===== config.mk =====
export PLATFORM = sky130hd
export DESIGN_NAME = qvr_div
export DESIGN_NICKNAME = d
export VERILOG_FILES = /design/src/rtl/qvr_pkg.sv /design/src/rtl/qvr_div.sv
export SDC_FILE = /design/constraint.sdc
export NUM_CORES = 2
export LEC_CHECK = 0
export BUFFER_PORTS_ARGS = -buffer_cell sky130_fd_sc_hd__buf_2
export CAP_MARGIN = 20
export CORE_AREA = 8 8 435 437
export CTS_CLUSTER_DIAMETER = 80
export DETAILED_ROUTE_END_ITERATION = 16
export DIE_AREA = 0 0 443 445
export GPL_TIMING_DRIVEN = 0
export SETUP_SLACK_MARGIN = 0.1
export SLEW_MARGIN = 0
export SYNTH_ARGS = -nofsm -noshare
export SYNTH_HDL_FRONTEND = slang
export SYNTH_SLANG_ARGS = --single-unit

===== constraint.sdc =====
create_clock -name clk -period 14.04 [get_ports clk]
set_clock_uncertainty 0.2 [all_clocks]
set_input_delay 2.106 -clock clk [delete_from_list [all_inputs] [get_ports clk]]
set_output_delay 2.106 -clock clk [all_outputs]
set_load 0.005 [all_outputs]

===== src/rtl/qvr_pkg.sv =====
// Shared width constants for the quaternion vector rotator.
`default_nettype none
package qvr_pkg;
	// Extra bits over 2*W for a rotation matrix entry or the squared norm
	localparam int unsigned ENTRY_EXTRA = 2;
	// Extra bits over 3*W for a row sum of the matrix-vector product
	localparam int unsigned SUM_EXTRA = 4;
	// Extra bits over 3*W for the divider dividend and remainder
	localparam int unsigned DIV_EXTRA = 6;
endpackage
`default_nettype wire


===== src/rtl/qvr_div.sv =====
// Pipelined restoring divider: round(num/norm) half away from zero, saturated.
`default_nettype none
module qvr_div import qvr_pkg::*; #(
	parameter int unsigned W = 16
) (
	input  wire                               clk,
	input  wire  signed [3*W+SUM_EXTRA-1:0]   num,
	input  wire  signed [2*W+ENTRY_EXTRA-1:0] norm,
	output logic signed [W-1:0]               res
);
	localparam int unsigned SW = 3*W + SUM_EXTRA;
	localparam int unsigned DW = 3*W + DIV_EXTRA;
	localparam int unsigned QW = W - 1;

	logic signed [SW-1:0] mag;
	logic [DW-1:0]        dvd_sa, den_sa;
	logic                 neg_sa;

	// rounding folded in: q = floor((2|num| + n) / 2n)
	always_comb begin
		mag = num[SW-1] ? -num : num;
	end

	always_ff @(posedge clk) begin
		neg_sa <= num[SW-1];
		dvd_sa <= (DW'($unsigned(mag)) << 1) + DW'($unsigned(norm));
		den_sa <= DW'($unsigned(norm)) << 1;
	end

	logic [DW-1:0] rem_s [W];
	logic [DW-1:0] den_s [W];
	logic [QW-1:0] quo_s [W];
	logic          sat_s [W];
	logic          neg_s [W];

	// saturation check: quotient would reach 2^(W-1)
	always_ff @(posedge clk) begin
		rem_s[0] <= dvd_sa;
		den_s[0] <= den_sa;
		quo_s[0] <= '0;
		sat_s[0] <= dvd_sa >= (den_sa << QW);
		neg_s[0] <= neg_sa;
	end

	// one quotient bit per stage, MSB first
	for (genvar i = 0; i < QW; i++) begin : g_step
		logic [DW-1:0] trial;
		logic          hit;
		always_comb begin
			trial = den_s[i] << (QW - 1 - i);
			hit   = rem_s[i] >= trial;
		end
		always_ff @(posedge clk) begin
			rem_s[i+1] <= hit ? rem_s[i] - trial : rem_s[i];
			quo_s[i+1] <= (quo_s[i] << 1) | QW'(hit);
			den_s[i+1] <= den_s[i];
			sat_s[i+1] <= sat_s[i];
			neg_s[i+1] <= neg_s[i];
		end
	end

	logic signed [W-1:0] qval;

	always_comb begin
		qval = $signed({1'b0, quo_s[QW]});
		if (sat_s[QW]) begin
			res = neg_s[QW] ? {1'b1, {QW{1'b0}}} : {1'b0, {QW{1'b1}}};
		end else begin
			res = neg_s[QW] ? -qval : qval;
		end
	end
endmodule
`default_nettype wire


==> results.json <==
{
  "whs_endpoint": "den_s[4][15]",
  "fin_area_um2": 81800,
  "clock.fmax_ghz": 0.133,
  "cts_htree_levels": 4,
  "drive_above_1_share_pct": 6.74,
  "r2r-start": "den_s[0][2]",
  "synth_top_area_share_pct": 42.8,
  "clock-root-buffer": "clkbuf_16",
  "rsz0062_at_grt": "false",
  "yosysWarnings": 0,
  "crit_path_start": "num[51]",
  "numCtsBuffers": 166,
  "clk_latency_ps": 810,
  "synth_fp_nets": 8724,
  "setup_viol": 0,
  "dieWidth_um": 443,
  "most-common-layout-cells": "dfxtp_1 (1545), a21oi_1 (718), inv_1 (704), nor2_1 (612), ha_1 (579)",
  "min_period_over_period_pct": 53.7,
  "holdWs_ps": 116,
  "slew_viol_final": 0,
  "pwr_density_cell_nw_per_um2": 246,
  "endpoint_kind": "flip-flop",
  "dieArea_um2": 197000,
  "nets": 9003,
  "routedWlPerCell_um": 19.9,
  "dp.cells": 10500,
  "drv_cap": 0,
  "rows": 157,
  "final_common_cell": "dfxtp_1",
  "ant_nets": 0,
  "final_hold_viol_count": 0,
  "peakVddDrop_uv": 118,
  "grt_pass1_wl_mm": 329,
  "cts_tree": "done",
  "cp.required_ps": 14540,
  "clk_pin_slew_ps": 60,
  "detailroute.via_count": 57700,
  "synth_seq_cells": 1545,
  "r2r_end": "rem_s[0][80]",
  "cp_max_fo": 10,
  "worstSetupPathType": "primary input to flip-flop",
  "final_cells": 10900,
  "start_util_pct": 39.7,
  "drt-vias-per-instance": 5.31,
  "min-delay-path-class": "flip-flop to flip-flop",
  "synth_seq_area_share_pct": 42.8,
  "place_area_um2": 75800,
  "drc": 0,
  "fillers": 17600,
  "drtPass1Iterations": 8,
  "syn_area_um2": 72300,
  "arrival_ps": 8030,
  "grt_usage_pct": 21.1,
  "synth_cells": 8043,
  "setup_tns_ps": 0,
  "synthFlopType": "dfxtp_1",
  "start_kind": "primary input",
  "synth_edf_count": 0,
  "ys_top_cells_by_area": "dfxtp_1 (43%), ha_1 (10%), a21oi_1 (5.0%)",
  "status": "finished, final reports clean",
  "die_y_um": 445,
  "post_synth.cell_area_avg_um2": 8.99,
  "core-area_um2": 182000,
  "synth_top_area_cell": "dfxtp_1",
  "cts.path.max_buffers": 3,
  "async_flop_share_pct": 0,
  "antenna_found_initial": 5,
  "relSlewSlack_pct": 19.8,
  "finalCriticalPeriod_ps": 7540,
  "drtIter0Drc": 3868,
  "ctsResizeCount": 0,
  "wirelength_mm": 216,
  "worstRegToRegCells": 14,
  "hold_depth": 0,
  "p_leak_nw": 36.4,
  "num_io_pins": 103,
  "clock_sinks": 1545,
  "worst_pin_slew_ps": 1190,
  "postCtsSetupBuffers": 0,
  "min_from": "den_s[3][69]",
  "area.growth.synth_to_final_pct": 13.2,
  "gp_congestion": 0.960,
  "portBuffers": 102,
  "ys_types": 92,
  "rrSetupSlack_ps": 8410,
  "grt_max_degree": 17,
  "first_global_vias": 57200,
  "postCtsHoldBufs": 0,
  "place_hpwl_mm": 178,
  "grt.overflow.total": 0
}
## sequential cells by signal, indices dropped and copies added (netlist names)
name    cells
den_sa     33
neg_sa      1
quo_s     120
neg_s      16
sat_s      16
rem_s     810
den_s     495
dvd_sa     54
## layer usage
metal / wire length, µm / vias up / GRT usage [%]
li1: - / 28700 / -
met1: 88700 / 26900 / 24.5
met2: 105000 / 1555 / 37.6
met5: 0 / - / 0
met4: 12800 / 0 / 11.3
met3: 8880 / 488 / 2.71
## kinds of logic (layout without fill, tap and decap cells)
logic type / count (synthesis) / in the layout / share of synthesized area, %
AO/OA/AOI/OAI: 2126 / 2126 / 18.4
XOR/XNOR: 642 / 642 / 7.78
adder cells (fa/ha/maj): 594 / 594 / 10.4
buffers and inverters: 913 / 1327 / 4.77
flip-flops: 1545 / 1545 / 42.8
multiplexers: 83 / 83 / 1.28
other: 1 / 15 / 0.00519
AND/OR/NAND/NOR: 2139 / 2139 / 14.6
## cell usage after synthesis (93+ instances only)
master,count
nor4_1,93
nand2_1,527
a21oi_1,718
xor2_1,264
o21a_1,94
ha_1,579
nand3_1,135
nor3_1,137
inv_1,704
a21o_1,338
o21ai_0,453
clkbuf_1,175
nor2_1,612
dfxtp_1,1545
xnor2_1,378
nand4_1,122
## critical path, stage by stage
cell       delay, ps
buf_2             90
clkbuf_1         520
clkbuf_1         370
clkbuf_1         590
clkbuf_1         500
o21ai_0          280
ha_1             350
a211o_1          300
a2111oi_0        670
nor4_1           190
o21ai_0          440
nand3_1          230
a311oi_1         600
or4_1            230
buf_2            170
a21oi_1           80
a21o_1           170
xnor2_1          110
## power breakdown
part	internal [W]	switching [W]	total, W
Sequential	0.00573	0.000989	0.00672
Combinational	0.00371	0.00508	0.00879
Clock	0.00277	0.00184	0.00462
Total	0.0122	0.00791	0.0201
## stage by stage
stage          total power [W]  util, %  setup slack, ps
2_1_floorplan           0.0130        -             7770
3_3_place_gp            0.0154     41.6             5780
3_5_place_dp            0.0155     41.6             5720
4_1_cts                 0.0202     44.9             6600
5_1_grt                 0.0215     44.9             6130
6_report                0.0201     44.9             6500
## final cells by class
| type | count | area (µm²) | share of cell area [%] |
|---|---|---|---|
| well taps | 2385 | 2980 | 3.65 |
| diodes | 14 | 35.0 | 0.0428 |
| repair buffers | 111 | 567 | 0.693 |
| multi-input cells | 5585 | 37900 | 46.3 |
| clock inverters | 81 | 1250 | 1.52 |
| flip-flops and latches | 1545 | 30900 | 37.8 |
| clock buffers | 222 | 4680 | 5.72 |
| plain buffers | 204 | 788 | 0.964 |
| inverters | 709 | 2660 | 3.25 |
## worst max-delay path by stage
stage / to / slack, ps / cells past startpoint
floorplan: dvd_sa[30] / 7770 / 17
global placement: dvd_sa[42] / 5780 / 18
detailed placement: dvd_sa[42] / 5720 / 18
CTS: dvd_sa[42] / 6600 / 18
global route: dvd_sa[42] / 6130 / 18
finish: dvd_sa[42] / 6500 / 18
(Power assumes the default switching activity.)
